### config.mk
export PLATFORM = sky130hd
export DESIGN_NAME = adaptive_route_select_flat
export DESIGN_NICKNAME = d
export VERILOG_FILES = /design/src/rtl/core/ars_pkg.sv /design/src/rtl/core/ars_if.sv /design/src/rtl/core/ars_route.sv /design/src/rtl/core/adaptive_route_select.sv /design/src/flat_wrapper.sv
export SDC_FILE = /design/constraint.sdc
export NUM_CORES = 1
export LEC_CHECK = 0
export BUFFER_PORTS_ARGS = -buffer_cell sky130_fd_sc_hd__buf_2
export CAP_MARGIN = 20
export CELL_PAD_IN_SITES_DETAIL_PLACEMENT = 0
export CELL_PAD_IN_SITES_GLOBAL_PLACEMENT = 1
export CORE_ASPECT_RATIO = 0.7
export CORE_MARGIN = 1.5
export CORE_UTILIZATION = 45
export DETAILED_ROUTE_END_ITERATION = 10
export PLACE_DENSITY = 0.79
export SETUP_SLACK_MARGIN = 0.15
export SYNTH_ARGS = -nofsm -noshare
export SYNTH_HDL_FRONTEND = slang
export SYNTH_SLANG_ARGS = --single-unit
### constraint.sdc
create_clock -name clock -period 11.08 [get_ports clock]
set_input_delay 0 -clock clock [delete_from_list [all_inputs] [get_ports clock]]
set_output_delay 0 -clock clock [all_outputs]
set_load 0.01 [all_outputs]
### src/rtl/core/ars_pkg.sv
// Package for the adaptive route select block: direction codes, topology codes,
// register indexes and default widths. No dependencies.
package ars_pkg;

   localparam int COORD_BITS_DEF = 10;
   localparam int QLEN_BITS_DEF  = 10;

   localparam int DIR_BITS       = 3;
   localparam int CSR_IDX_BITS   = 3;
   localparam int TOPO_BITS      = 2;
   localparam int RING_SIZE_RST  = 8;

   typedef enum logic [DIR_BITS-1:0] {
      DIR_FWD   = 3'd0,
      DIR_BACK  = 3'd1,
      DIR_RIGHT = 3'd2,
      DIR_LEFT  = 3'd3,
      DIR_DOWN  = 3'd4,
      DIR_UP    = 3'd5
   } dir_type;

   localparam logic [TOPO_BITS-1:0] TOPO_RING = 2'd0;
   localparam logic [TOPO_BITS-1:0] TOPO_GRID = 2'd1;
   localparam logic [TOPO_BITS-1:0] TOPO_CUBE = 2'd2;

   localparam logic [CSR_IDX_BITS-1:0] CSR_TOPOLOGY  = 3'd0;
   localparam logic [CSR_IDX_BITS-1:0] CSR_RING_SIZE = 3'd1;
   localparam logic [CSR_IDX_BITS-1:0] CSR_OWN_X     = 3'd2;
   localparam logic [CSR_IDX_BITS-1:0] CSR_OWN_Y     = 3'd3;
   localparam logic [CSR_IDX_BITS-1:0] CSR_OWN_Z     = 3'd4;

endpackage

### src/rtl/core/ars_if.sv
// Request and response channel interfaces of the adaptive route select block.
// Depends on ars_pkg for default widths.
interface ars_req_if #(
   parameter int COORD_BITS = ars_pkg::COORD_BITS_DEF,
   parameter int QLEN_BITS  = ars_pkg::QLEN_BITS_DEF
);
   logic                  valid;
   logic                  ready;
   logic [COORD_BITS-1:0] dest_x;
   logic [COORD_BITS-1:0] dest_y;
   logic [COORD_BITS-1:0] dest_z;
   logic [QLEN_BITS-1:0]  len_forward;
   logic [QLEN_BITS-1:0]  len_back;
   logic [QLEN_BITS-1:0]  len_right;
   logic [QLEN_BITS-1:0]  len_left;
   logic [QLEN_BITS-1:0]  len_down;
   logic [QLEN_BITS-1:0]  len_up;

   modport source (
      output valid, dest_x, dest_y, dest_z,
             len_forward, len_back, len_right, len_left, len_down, len_up,
      input  ready
   );
   modport sink (
      input  valid, dest_x, dest_y, dest_z,
             len_forward, len_back, len_right, len_left, len_down, len_up,
      output ready
   );
endinterface

interface ars_rsp_if #(
   parameter int COORD_BITS = ars_pkg::COORD_BITS_DEF
);
   logic                          valid;
   logic                          ready;
   logic [ars_pkg::DIR_BITS-1:0]  out_dir;
   logic [COORD_BITS-1:0]         hop_x;
   logic [COORD_BITS-1:0]         hop_y;
   logic [COORD_BITS-1:0]         hop_z;
   logic                          at_dest_error;

   modport source (
      output valid, out_dir, hop_x, hop_y, hop_z, at_dest_error,
      input  ready
   );
   modport sink (
      input  valid, out_dir, hop_x, hop_y, hop_z, at_dest_error,
      output ready
   );
endinterface

### src/rtl/core/ars_route.sv
// Route computation: ring shortest-way choice and grid/cube minimal adaptive
// choice by shortest queue. Purely combinational. Depends on ars_pkg.
module ars_route #(
   parameter int COORD_BITS = ars_pkg::COORD_BITS_DEF,
   parameter int QLEN_BITS  = ars_pkg::QLEN_BITS_DEF
) (
   input  logic [ars_pkg::TOPO_BITS-1:0] topology_mode,
   input  logic [COORD_BITS:0]           ring_size,
   input  logic [COORD_BITS-1:0]         own_x,
   input  logic [COORD_BITS-1:0]         own_y,
   input  logic [COORD_BITS-1:0]         own_z,
   input  logic [COORD_BITS-1:0]         dest_x,
   input  logic [COORD_BITS-1:0]         dest_y,
   input  logic [COORD_BITS-1:0]         dest_z,
   input  logic [QLEN_BITS-1:0]          len_forward,
   input  logic [QLEN_BITS-1:0]          len_back,
   input  logic [QLEN_BITS-1:0]          len_right,
   input  logic [QLEN_BITS-1:0]          len_left,
   input  logic [QLEN_BITS-1:0]          len_down,
   input  logic [QLEN_BITS-1:0]          len_up,
   output ars_pkg::dir_type              out_dir,
   output logic [COORD_BITS-1:0]         hop_x,
   output logic [COORD_BITS-1:0]         hop_y,
   output logic [COORD_BITS-1:0]         hop_z,
   output logic                          at_dest_error
);
   import ars_pkg::*;

   logic [COORD_BITS:0]   n_eff;
   logic [COORD_BITS:0]   n_m1;
   logic [COORD_BITS+1:0] n_ext;
   logic [COORD_BITS-1:0] diff_fwd;
   logic [COORD_BITS-1:0] diff_back;
   logic                  x_gt;
   logic                  y_gt;
   logic                  z_gt;
   logic                  ring_fwd;
   logic [COORD_BITS-1:0] ring_hop_x;

   logic                  x_act;
   logic                  y_act;
   logic                  z_act;
   dir_type               x_dir;
   dir_type               y_dir;
   dir_type               z_dir;
   logic [QLEN_BITS-1:0]  x_len;
   logic [QLEN_BITS-1:0]  y_len;
   logic [QLEN_BITS-1:0]  z_len;
   logic                  have;
   dir_type               best_dir;
   logic [QLEN_BITS-1:0]  best_len;

   // ring: shorter way around, compared as 2*distance against ring size
   always_comb begin
      n_eff     = (ring_size == '0) ? (COORD_BITS+1)'(1) : ring_size;
      n_m1      = n_eff - (COORD_BITS+1)'(1);
      n_ext     = {1'b0, n_eff};
      x_gt      = dest_x > own_x;
      diff_fwd  = dest_x - own_x;
      diff_back = own_x - dest_x;
      if (x_gt) begin
         ring_fwd = {1'b0, diff_fwd, 1'b0} <= n_ext;
      end else begin
         ring_fwd = {1'b0, diff_back, 1'b0} > n_ext;
      end
      if (ring_fwd) begin
         ring_hop_x = ({1'b0, own_x} == n_m1) ? '0 : own_x + COORD_BITS'(1);
      end else begin
         ring_hop_x = (own_x == '0) ? n_m1[COORD_BITS-1:0] : own_x - COORD_BITS'(1);
      end
   end

   // grid / cube: candidates in x, y, z order, strictly shorter queue wins
   always_comb begin
      y_gt  = dest_y > own_y;
      z_gt  = dest_z > own_z;
      x_act = dest_x != own_x;
      y_act = dest_y != own_y;
      z_act = (topology_mode != TOPO_GRID) && (dest_z != own_z);
      x_dir = x_gt ? DIR_FWD : DIR_BACK;
      y_dir = y_gt ? DIR_RIGHT : DIR_LEFT;
      z_dir = z_gt ? DIR_DOWN : DIR_UP;
      x_len = x_gt ? len_forward : len_back;
      y_len = y_gt ? len_right : len_left;
      z_len = z_gt ? len_down : len_up;

      have     = 1'b0;
      best_dir = DIR_FWD;
      best_len = '0;
      if (x_act) begin
         have     = 1'b1;
         best_dir = x_dir;
         best_len = x_len;
      end
      if (y_act && (!have || (y_len < best_len))) begin
         have     = 1'b1;
         best_dir = y_dir;
         best_len = y_len;
      end
      if (z_act && (!have || (z_len < best_len))) begin
         have     = 1'b1;
         best_dir = z_dir;
         best_len = z_len;
      end
   end

   always_comb begin
      out_dir       = DIR_FWD;
      hop_x         = own_x;
      hop_y         = own_y;
      hop_z         = own_z;
      at_dest_error = 1'b0;
      if (topology_mode == TOPO_RING) begin
         out_dir = ring_fwd ? DIR_FWD : DIR_BACK;
         hop_x   = ring_hop_x;
      end else if (!have) begin
         at_dest_error = 1'b1;
      end else begin
         out_dir = best_dir;
         case (best_dir)
            DIR_FWD:   hop_x = own_x + COORD_BITS'(1);
            DIR_BACK:  hop_x = own_x - COORD_BITS'(1);
            DIR_RIGHT: hop_y = own_y + COORD_BITS'(1);
            DIR_LEFT:  hop_y = own_y - COORD_BITS'(1);
            DIR_DOWN:  hop_z = own_z + COORD_BITS'(1);
            DIR_UP:    hop_z = own_z - COORD_BITS'(1);
            default: begin
               hop_x = own_x;
            end
         endcase
      end
   end

endmodule

### src/rtl/core/adaptive_route_select.sv
// Adaptive route select top level: config registers, input and result
// registers around ars_route. Depends on ars_pkg, ars_if and ars_route.
//
// One transaction is accepted every cycle while req_ch.ready is high. A result is
// valid on rsp_ch once its request has gone through both registers: the header
// is captured in the input register, the route is worked out in one pass of
// compare-and-select logic and captured in the result register. Results leave
// in request order; a stall on rsp_ch fills the two registers before req_ch.ready
// drops. Configuration is taken on any cycle through csr_we and should change only
// when the block is empty.
module adaptive_route_select #(
   parameter int COORD_BITS = ars_pkg::COORD_BITS_DEF,
   parameter int QLEN_BITS  = ars_pkg::QLEN_BITS_DEF
) (
   input  logic                             clock,
   input  logic                             reset,
   ars_req_if.sink                          req_ch,
   ars_rsp_if.source                        rsp_ch,
   input  logic                             csr_we,
   input  logic [ars_pkg::CSR_IDX_BITS-1:0] csr_index,
   input  logic [COORD_BITS:0]              csr_wdata
);
   import ars_pkg::*;

   logic [TOPO_BITS-1:0]  topology_ff;
   logic [COORD_BITS:0]   ring_size_ff;
   logic [COORD_BITS-1:0] own_x_ff;
   logic [COORD_BITS-1:0] own_y_ff;
   logic [COORD_BITS-1:0] own_z_ff;

   logic                  s1_v_ff;
   logic                  s1_v_in;
   logic [COORD_BITS-1:0] dest_x_ff;
   logic [COORD_BITS-1:0] dest_y_ff;
   logic [COORD_BITS-1:0] dest_z_ff;
   logic [QLEN_BITS-1:0]  len_forward_ff;
   logic [QLEN_BITS-1:0]  len_back_ff;
   logic [QLEN_BITS-1:0]  len_right_ff;
   logic [QLEN_BITS-1:0]  len_left_ff;
   logic [QLEN_BITS-1:0]  len_down_ff;
   logic [QLEN_BITS-1:0]  len_up_ff;

   logic                  s2_v_ff;
   logic                  s2_v_in;
   dir_type               dir_ff;
   dir_type               dir_in;
   logic [COORD_BITS-1:0] hop_x_ff;
   logic [COORD_BITS-1:0] hop_x_in;
   logic [COORD_BITS-1:0] hop_y_ff;
   logic [COORD_BITS-1:0] hop_y_in;
   logic [COORD_BITS-1:0] hop_z_ff;
   logic [COORD_BITS-1:0] hop_z_in;
   logic                  err_ff;
   logic                  err_in;

   logic                  req_take;
   logic                  s2_load;

   // config registers
   always_ff @(posedge clock) begin
      if (reset) begin
         topology_ff  <= TOPO_RING;
         ring_size_ff <= (COORD_BITS+1)'(RING_SIZE_RST);
         own_x_ff     <= '0;
         own_y_ff     <= '0;
         own_z_ff     <= '0;
      end else if (csr_we) begin
         case (csr_index)
            CSR_TOPOLOGY:  topology_ff  <= csr_wdata[TOPO_BITS-1:0];
            CSR_RING_SIZE: ring_size_ff <= csr_wdata;
            CSR_OWN_X:     own_x_ff     <= csr_wdata[COORD_BITS-1:0];
            CSR_OWN_Y:     own_y_ff     <= csr_wdata[COORD_BITS-1:0];
            CSR_OWN_Z:     own_z_ff     <= csr_wdata[COORD_BITS-1:0];
            default: begin
               topology_ff <= topology_ff;
            end
         endcase
      end
   end

   // handshake
   assign s2_load      = !s2_v_ff || rsp_ch.ready;
   assign req_ch.ready = !s1_v_ff || s2_load;
   assign req_take     = req_ch.valid && req_ch.ready;
   assign s1_v_in      = req_take || (s1_v_ff && !s2_load);
   assign s2_v_in      = s2_load ? s1_v_ff : s2_v_ff;

   always_ff @(posedge clock) begin
      if (reset) begin
         s1_v_ff <= 1'b0;
         s2_v_ff <= 1'b0;
      end else begin
         s1_v_ff <= s1_v_in;
         s2_v_ff <= s2_v_in;
      end
   end

   always_ff @(posedge clock) begin
      if (req_take) begin
         dest_x_ff      <= req_ch.dest_x;
         dest_y_ff      <= req_ch.dest_y;
         dest_z_ff      <= req_ch.dest_z;
         len_forward_ff <= req_ch.len_forward;
         len_back_ff    <= req_ch.len_back;
         len_right_ff   <= req_ch.len_right;
         len_left_ff    <= req_ch.len_left;
         len_down_ff    <= req_ch.len_down;
         len_up_ff      <= req_ch.len_up;
      end
   end

   ars_route #(
      .COORD_BITS (COORD_BITS),
      .QLEN_BITS  (QLEN_BITS)
   ) u_route (
      .topology_mode (topology_ff),
      .ring_size     (ring_size_ff),
      .own_x         (own_x_ff),
      .own_y         (own_y_ff),
      .own_z         (own_z_ff),
      .dest_x        (dest_x_ff),
      .dest_y        (dest_y_ff),
      .dest_z        (dest_z_ff),
      .len_forward   (len_forward_ff),
      .len_back      (len_back_ff),
      .len_right     (len_right_ff),
      .len_left      (len_left_ff),
      .len_down      (len_down_ff),
      .len_up        (len_up_ff),
      .out_dir       (dir_in),
      .hop_x         (hop_x_in),
      .hop_y         (hop_y_in),
      .hop_z         (hop_z_in),
      .at_dest_error (err_in)
   );

   always_ff @(posedge clock) begin
      if (s2_load && s1_v_ff) begin
         dir_ff   <= dir_in;
         hop_x_ff <= hop_x_in;
         hop_y_ff <= hop_y_in;
         hop_z_ff <= hop_z_in;
         err_ff   <= err_in;
      end
   end

   assign rsp_ch.valid         = s2_v_ff;
   assign rsp_ch.out_dir       = dir_ff;
   assign rsp_ch.hop_x         = hop_x_ff;
   assign rsp_ch.hop_y         = hop_y_ff;
   assign rsp_ch.hop_z         = hop_z_ff;
   assign rsp_ch.at_dest_error = err_ff;

   // a stalled input-register transaction is not dropped
   a_s1_hold : assert property (@(posedge clock) disable iff (reset)
      s1_v_ff && !s2_load |=> s1_v_ff)
      else $error("input register transaction lost under stall");

   // an empty result register never blocks the request side
   a_ready_free : assert property (@(posedge clock) disable iff (reset)
      !s2_v_ff |-> req_ch.ready)
      else $error("request stalled with empty result register");

   // arrival flag only with the forward code and the own coordinates
   a_err_dir : assert property (@(posedge clock) disable iff (reset)
      rsp_ch.valid && rsp_ch.at_dest_error |->
         rsp_ch.out_dir == DIR_FWD && rsp_ch.hop_x == own_x_ff &&
         rsp_ch.hop_y == own_y_ff && rsp_ch.hop_z == own_z_ff)
      else $error("arrival flag with wrong direction or hop");

   // ring mode routes along x only
   a_ring_dir : assert property (@(posedge clock) disable iff (reset)
      rsp_ch.valid && topology_ff == TOPO_RING |->
         (rsp_ch.out_dir == DIR_FWD || rsp_ch.out_dir == DIR_BACK) &&
         !rsp_ch.at_dest_error)
      else $error("ring mode result off the x axis");

endmodule

### src/flat_wrapper.sv
// flat-port wrapper written by rule: the top's interface ports become plain ports
module adaptive_route_select_flat import ars_pkg::*;
#(
   parameter int COORD_BITS = ars_pkg::COORD_BITS_DEF,
   parameter int QLEN_BITS  = ars_pkg::QLEN_BITS_DEF
)
  (clock, reset, csr_we, csr_index, csr_wdata, req_ch_valid, req_ch_dest_x, req_ch_dest_y, req_ch_dest_z, req_ch_len_forward, req_ch_len_back, req_ch_len_right, req_ch_len_left, req_ch_len_down, req_ch_len_up, req_ch_ready, rsp_ch_valid, rsp_ch_out_dir, rsp_ch_hop_x, rsp_ch_hop_y, rsp_ch_hop_z, rsp_ch_at_dest_error, rsp_ch_ready);
  ars_req_if #(.COORD_BITS(COORD_BITS), .QLEN_BITS(QLEN_BITS)) req_ch_i ();
  ars_rsp_if #(.COORD_BITS(COORD_BITS)) rsp_ch_i ();
  input  logic clock;
  input  logic reset;
  input  logic csr_we;
  input  logic [ars_pkg::CSR_IDX_BITS-1:0] csr_index;
  input  logic [COORD_BITS:0] csr_wdata;
  input wire logic [$bits(req_ch_i.valid)-1:0] req_ch_valid;
  input wire logic [$bits(req_ch_i.dest_x)-1:0] req_ch_dest_x;
  input wire logic [$bits(req_ch_i.dest_y)-1:0] req_ch_dest_y;
  input wire logic [$bits(req_ch_i.dest_z)-1:0] req_ch_dest_z;
  input wire logic [$bits(req_ch_i.len_forward)-1:0] req_ch_len_forward;
  input wire logic [$bits(req_ch_i.len_back)-1:0] req_ch_len_back;
  input wire logic [$bits(req_ch_i.len_right)-1:0] req_ch_len_right;
  input wire logic [$bits(req_ch_i.len_left)-1:0] req_ch_len_left;
  input wire logic [$bits(req_ch_i.len_down)-1:0] req_ch_len_down;
  input wire logic [$bits(req_ch_i.len_up)-1:0] req_ch_len_up;
  output wire logic [$bits(req_ch_i.ready)-1:0] req_ch_ready;
  output wire logic [$bits(rsp_ch_i.valid)-1:0] rsp_ch_valid;
  output wire logic [$bits(rsp_ch_i.out_dir)-1:0] rsp_ch_out_dir;
  output wire logic [$bits(rsp_ch_i.hop_x)-1:0] rsp_ch_hop_x;
  output wire logic [$bits(rsp_ch_i.hop_y)-1:0] rsp_ch_hop_y;
  output wire logic [$bits(rsp_ch_i.hop_z)-1:0] rsp_ch_hop_z;
  output wire logic [$bits(rsp_ch_i.at_dest_error)-1:0] rsp_ch_at_dest_error;
  input wire logic [$bits(rsp_ch_i.ready)-1:0] rsp_ch_ready;
  assign req_ch_i.valid = req_ch_valid;
  assign req_ch_i.dest_x = req_ch_dest_x;
  assign req_ch_i.dest_y = req_ch_dest_y;
  assign req_ch_i.dest_z = req_ch_dest_z;
  assign req_ch_i.len_forward = req_ch_len_forward;
  assign req_ch_i.len_back = req_ch_len_back;
  assign req_ch_i.len_right = req_ch_len_right;
  assign req_ch_i.len_left = req_ch_len_left;
  assign req_ch_i.len_down = req_ch_len_down;
  assign req_ch_i.len_up = req_ch_len_up;
  assign req_ch_ready = req_ch_i.ready;
  assign rsp_ch_valid = rsp_ch_i.valid;
  assign rsp_ch_out_dir = rsp_ch_i.out_dir;
  assign rsp_ch_hop_x = rsp_ch_i.hop_x;
  assign rsp_ch_hop_y = rsp_ch_i.hop_y;
  assign rsp_ch_hop_z = rsp_ch_i.hop_z;
  assign rsp_ch_at_dest_error = rsp_ch_i.at_dest_error;
  assign rsp_ch_i.ready = rsp_ch_ready;
  adaptive_route_select #(.COORD_BITS(COORD_BITS), .QLEN_BITS(QLEN_BITS)) u_core (.clock(clock), .reset(reset), .req_ch(req_ch_i), .rsp_ch(rsp_ch_i), .csr_we(csr_we), .csr_index(csr_index), .csr_wdata(csr_wdata));
endmodule
# Yosys cells after proc, flatten, opt, wreduce, memory -nomap -nowiden
# Cells that the tools add are included.
# classes
add_sub_neg	9
n_lt_le_gt_ge	7
eq_ne	14
n_mux	32
n_reduce_logical	26
# ops
cell	count
$mux W10	14
$pmux W10 S2	3
$add A10 B1 Y10 const B	3
$gt A10 B10 Y1	3
$ne A10 B10 Y1	3
$sub A10 B1 Y10 const B	3
$lt A10 B10 Y1	2
$sub A10 B10 Y10	2
$eq A3 B2 Y1 const B	4
$mux W3	4
$eq A10 B11 Y1	1
$gt A11 B11 Y1	1
$le A11 B11 Y1	1
$logic_not A11 Y1	1
$mux W11	1
$sub A11 B1 Y11 const B	1
$logic_not A10 Y1	1
$mux W1	10
$reduce_and A2 Y1	5
$eq A3 B3 Y1 const B	3
$eq A3 B1 Y1 const B	2
$logic_and A1 B1 Y1	6
$logic_not A3 Y1	2
$logic_not A1 Y1	5
3 further kinds	7
# totals
regBits	169
inputBits	109
output_inout_bits	36
elab_cells	109

# Logic depth before layout (Yosys ltp)
# logic_depth
ltp_word	15
mapped_depth	41
mapped_depth_nobuf	38

# By module
# Synthesis repeated with hierarchy kept, for this count alone.
# unflattened
cells_unflattened	990
area_unflattened_um2	10770.3
# by_module_without_submodules
mod	instances	cells_each	area_per_inst_um2	seq_area_each_um2
adaptive_route_select	1	292	5559.1	4624.4
ars_route	1	698	5211.2	0.0

# Worst setup path before layout
# No wires, ideal clock.
# synth_path
path_kind	reg-to-reg
start	reg u_core.own_x_ff[1]
end	reg u_core.hop_z_ff[9], in the netlist u_core.rsp_ch.hop_z[9] (data pin)
setup_time_ns	0.258
arrival_ns	7.492
required_time_ns	10.822
setup_slack_ns	3.331
stages_incl_launch_ff	37
path_buffers	3
period_less_slack_ns	7.749
cell_sequence	dfxtp_1 -> inv_1 -> fa_1 -> a21oi_1 -> o211ai_1 -> a21oi_2 -> clkbuf_1 -> mux2i_1 -> or2_2 -> ha_1 -> nand2_1 -> o21ai_0 -> a211oi_1 -> nand2_1 -> nor2_1 -> a21oi_1 -> clkbuf_1 -> clkbuf_1 -> o21ai_0 -> ha_1 -> a21o_1 -> a221oi_1 -> a21oi_1 -> a211oi_2 -> and2_1 -> nand2_1 -> inv_1 -> ha_1 -> a21o_1 -> a21oi_1 -> nand2b_1 -> a21boi_0 -> o41ai_1 -> o21ai_0 -> xnor2_1 -> nor2_1 -> xnor2_1
# synth_via
elab_chain_cells	15
word_cells_on_any_way	25
cone_classes	order compare (3); eq/ne (3); mux (13); reduce/logical (6)
# synth_rtl
element	line	source
start, declared	adaptive_route_select.sv:27	logic [COORD_BITS-1:0] own_x_ff;
start signal, assigned	adaptive_route_select.sv:71	CSR_OWN_X: own_x_ff <= csr_wdata[COORD_BITS-1:0];
$gt A10 B10 Y1	ars_route.sv:58	x_gt = dest_x > own_x;
$mux W10	ars_route.sv:83	x_len = x_gt ? len_forward : len_back;
$mux W10	ars_route.sv:90	if (x_act) begin
$lt A10 B10 Y1	ars_route.sv:95	if (y_act && (!have || (y_len < best_len))) begin
$logic_or A1 B1 Y1	ars_route.sv:95	
$logic_and A1 B1 Y1	ars_route.sv:95	
$mux W10 or $mux W1 (tied branches)	ars_route.sv:95	
$lt A10 B10 Y1 or $logic_not A1 Y1 (tied branches)	ars_route.sv:100	if (z_act && (!have || (z_len < best_len))) begin
$logic_or A1 B1 Y1	ars_route.sv:100	
$logic_and A1 B1 Y1	ars_route.sv:100	
$mux W3	ars_route.sv:100	
$eq A3 B3 Y1	ars_route.sv:120	case (best_dir)
$pmux W10 S2	ars_route.sv:120	
$mux W10 (*)	ars_route.sv:116	end else if (!have) begin
$mux W10 (*)	ars_route.sv:113	if (topology_mode == TOPO_RING) begin
via u_core.hop_z_in[9]	adaptive_route_select.sv:52	logic [COORD_BITS-1:0] hop_z_in;
end signal, assigned	adaptive_route_select.sv:142	hop_z_ff <= hop_z_in;
end, declared	adaptive_route_select.sv:51	logic [COORD_BITS-1:0] hop_z_ff;
# Mark *: on every way through the listed nets, which the timed path passes. The rest lies on a longest branch.
# A chain may end at the register's enable or synchronous reset.

# Final worst setup path
# layout_path
start	reg u_core.own_x_ff[0]
end	reg u_core.hop_y_ff[9], in the netlist u_core.rsp_ch.hop_y[9] (data pin)
# layout_via
elab_chain_cells	15
word_cells_on_any_way	25
cone_classes	order compare (3); eq/ne (3); mux (13); reduce/logical (6)
# layout_rtl
element	line	source
$gt A10 B10 Y1	ars_route.sv:58	
$mux W10	ars_route.sv:83	
$mux W10	ars_route.sv:90	
$lt A10 B10 Y1	ars_route.sv:95	
$logic_or A1 B1 Y1	ars_route.sv:95	
$logic_and A1 B1 Y1	ars_route.sv:95	
$mux W10 or $mux W1 (tied branches)	ars_route.sv:95	
$lt A10 B10 Y1 or $logic_not A1 Y1 (tied branches)	ars_route.sv:100	
$logic_or A1 B1 Y1	ars_route.sv:100	
$logic_and A1 B1 Y1	ars_route.sv:100	
$mux W3	ars_route.sv:100	
$eq A3 B2 Y1	ars_route.sv:120	
$pmux W10 S2	ars_route.sv:120	
$mux W10 (*)	ars_route.sv:116	
$mux W10 (*)	ars_route.sv:113	
via u_core.hop_y_in[9]	adaptive_route_select.sv:50	logic [COORD_BITS-1:0] hop_y_in;
end signal, assigned	adaptive_route_select.sv:141	hop_y_ff <= hop_y_in;
end, declared	adaptive_route_select.sv:49	logic [COORD_BITS-1:0] hop_y_ff;
# Marks and branches as above.

==> results by group <==
Placed design
  • Final weighted congestion of routability-driven global placement: 0.937
  • Port-buffer cells: 144
  • Dpl hpwl: 21.9 mm

STA
  • Max-Slew Margin vs Limit: 0.341
  • Worst Clk Skew: 0.0132 ns
  • Number of failing hold endpoints at the final stage: 0
  • Peak clock frequency supported by timing: 119 MHz
  • Setup-violating endpoint count in the final report: 0
  • Share of the clock period used by the worst path: 0.757
  • Slew at the pin closest to its max-slew limit: 0.980 ns
  • RSZ-0062 raised after global routing: false
  • Minimum clock period: 8.38 ns
  • Final max-slew violation count: 0
  • Final-layout setup total negative slack: 0 ns

Yosys
  • Most used DFF post-synth: edfxtp_1
  • Proportion of netlist area held by the largest area contributor: 0.357
  • Total nets after synthesis: 1268
  • Syn Area/Cell: 9.85 µm²
  • Leading area contributor after synthesis: edfxtp_1
  • Number of distinct library cells after synthesis: 73
  • Register area share after synthesis: 0.443
  • Count of mapped cells out of synthesis: 1060
  • Compound-gate portion of the synthesized area: 0.165
  • Multiplexer share of the synthesized area: 0.0385
  • Synth Warn #: 0
  • Area share of xor/xnor cells in the synthesized design: 0.0411
  • Flops & latches, synth: 169
  • Largest cells by area after synthesis: edfxtp_1 36%, ha_1 11%, dfxtp_1 8.6%
  • Number of enable-type register cells in the synthesized netlist: 124
  • Adder-cell share of the synthesized area: 0.122
  • Async SR Flop Fraction: 0
  • Cell types with the highest counts after synthesis: 149 x nand2_1, 124 x edfxtp_1, 111 x a21oi_1, 95 x ha_1, 72 x inv_1
  • Synthesized cell area: 10400 µm²
  • Most common cell in the netlist: nand2_1
  • Dominant combinational cell family by area after synthesis: compound AO/OA/AOI/OAI gates
  • Basic-gate share of the synthesized area counting and, or, nand and nor cells: 0.144

Setup path
  • Worst path required time: 11.27 ns
  • Classification of the worst setup path: reg -> reg
  • Arrival time at the worst endpoint: 8.58 ns
  • R2r worst-path depth: 37
  • Critical Path Max Stage Delay: 0.62 ns
  • R2R Path Start: u_core.own_x_ff[0]
  • Endpoint class of the critical path: flop
  • Setup slack of the most critical reg-to-reg path: 2.70 ns
  • Critical path fanouts, max: 21
  • Cell seen most often among critical-path stages: a21oi_1
  • Reg-to-reg critical path endpoint: u_core.rsp_ch.hop_y[9]
  • Setup crit start kind: flop
  • CP max stage cell: dfxtp_1

Layout
  • Flip-flop count of the largest register after layout: 11
  • Proportion of layout cells with a drive suffix above 1: 0.179
  • Final cell utilization of the core: 0.573
  • # nets final: 1495
  • Final antenna diode count: 0
  • Synth-to-Final Area Change: 24.6%
  • Largest Register: u_core.ring_size_ff

Drt
  • Remaining antenna violation count after routing: 0
  • DRT Wirelength: 30.2 mm
  • WL per Instance: 18.7 µm
  • Remaining routing DRC violations: 0
  • Number of vias after detailed routing: 8777
  • Average via count per standard cell: 5.44
  • First DRT Iteration DRCs: 876
  • First-pass DRT Iterations: 6

Floorplanning
  • Initial cell density of the core: 0.460
  • Width of the chip: 185 µm
  • Floorplan die height: 130 µm
  • Die outline area: 24100 µm²
  • Total core area: 22700 µm²
  • Total number of placement rows: 46
  • I/O pins: 145

Clocking
  • Buffers inserted during post-CTS setup optimization: 0
  • Clock tree from TritonCTS: built
  • CTS Hold Buffers Added: 104
  • Max H-tree Level: 4
  • Clock buffer count from CTS: 17
  • CTS clock-pin slew for the worst setup and hold paths: 0.07 ns
  • CTS Sinks: 169
  • Clk root buf: clkbuf_16
  • Clk buf depth: 2
  • Clk_lat worst skew: 0.44 ns
  • Post-cts sizing count: 0

Power
  • Leakage power: 5.18 nW
  • Pwr per Cell Area: 131 nW/µm²
  • Maximum resistive drop on vdd: 0.114 mV

Worst hold path
  • Worst Hold Path EP: u_core.own_x_ff[9]
  • Hold/Removal Path Class: in -> reg
  • Min-Delay Startpoint: csr_index[0]
  • Number of instances on the worst hold path: 4

GRT
  • Vias in the first global route: 8233
  • Antenna violations before repair: 2
  • Total gr overflow: 0
  • Global-route wire length before repair: 46.5 mm
  • Overall fraction of global-route tracks in use: 0.259
  • Maximum number of pins on one net before global-route repair: 58

Run status
  • Run status: finished clean

Job
  • Number of maximum-capacitance constraint violations: 0
worst max-delay path by stage:
stage | cells after the start | from | end
final | 37 | u_core.own_x_ff[0] | u_core.rsp_ch.hop_y[9]
after global routing | 38 | u_core.own_x_ff[0] | u_core.rsp_ch.hop_y[9]
after CTS | 37 | u_core.own_x_ff[0] | u_core.rsp_ch.hop_y[9]
after detailed placement | 37 | u_core.own_x_ff[0] | u_core.rsp_ch.hop_y[9]
after global placement | 39 | u_core.own_x_ff[0] | u_core.rsp_ch.hop_z[9]
after floorplan | 36 | u_core.own_x_ff[1] | u_core.rsp_ch.hop_z[9]
critical path, delay by kind of cell (launching register included):
kind            cells  cell delay (ns)
simple gates        9             1.03
mux                 1             0.39
fa+ha+maj           5             1.51
xor+xnor            2             0.31
buf+inv             4             0.78
compound gates     16             3.49
flops               1             0.62
layer usage:
| metal | share of wire | GRT usage |
|---|---|---|
| met5 | 0.00093 | 0 |
| met2 | 0.40 | 0.365 |
| met1 | 0.50 | 0.392 |
| met4 | 0.0092 | 0.0560 |
| met3 | 0.085 | 0.0721 |
kinds of logic after synthesis:
| kind of cell | count (synthesis) |
|---|---|
| buffers and inverters | 119 |
| multiplexers | 37 |
| XOR/XNOR | 49 |
| flip-flops | 169 |
| AND/OR/NAND/NOR | 321 |
| adder cells (fa/ha/maj) | 99 |
| AO/OA/AOI/OAI | 266 |
cell usage in the layout (no fill, tap or decap), drive strengths merged, types with 5 or more instances in the layout:
master	count
a21o	14
nand2b	7
xor2	12
o31ai	7
nor2b	12
a211o	5
nand2	149
clkinv	8
o211ai	6
or3	5
edfxtp	124
buf	151
dfxtp	45
a211oi	10
inv	75
and2	6
or2	10
o311ai	9
a31oi	7
dlygate4sd3	104
a22oi	5
clkbuf	17
mux2	25
mux2i	12
ha	95
o21ai	49
o21bai	7
a21oi	113
nor3	19
nor4	8
nand4	10
xnor2	37
and3	5
nor2	55
nand3	22
cell type report:
cell class	count	area, µm²
inverters	72	270
well taps	312	390
clock buffers	17	425
repair buffers	255	1830
multi-input cells	772	5330
fillers	1974	9680
flip-flops and latches	169	4620
clock inverters	15	126
per-stage QoR:
step / area, µm² / cells / hold slack (ns) / power (W) / worst slack, ns
2_1_floorplan: 10400 / 1060 / 0.0989 / 0.000996 / 3.33
3_3_place_gp: 11400 / 1475 / 0.176 / 0.00110 / 3.00
3_5_place_dp: 11400 / 1475 / 0.178 / 0.00110 / 2.84
4_1_cts: 13000 / 1611 / 0.0231 / 0.00170 / 2.81
5_1_grt: 13000 / 1612 / 0.0676 / 0.00178 / 1.91
6_report: 13000 / 1612 / 0.0377 / 0.00170 / 2.70
power breakdown:
part / switching [W] / internal, W / total, W / leakage (nW)
registers: 0.0000158 / 0.000715 / 0.000731 / 1.57
logic: 0.000225 / 0.000170 / 0.000396 / 3.34
clock network: 0.000262 / 0.000309 / 0.000571 / 0.263
total: 0.000503 / 0.00119 / 0.00170 / 5.18
(Power assumes the default switching activity.)
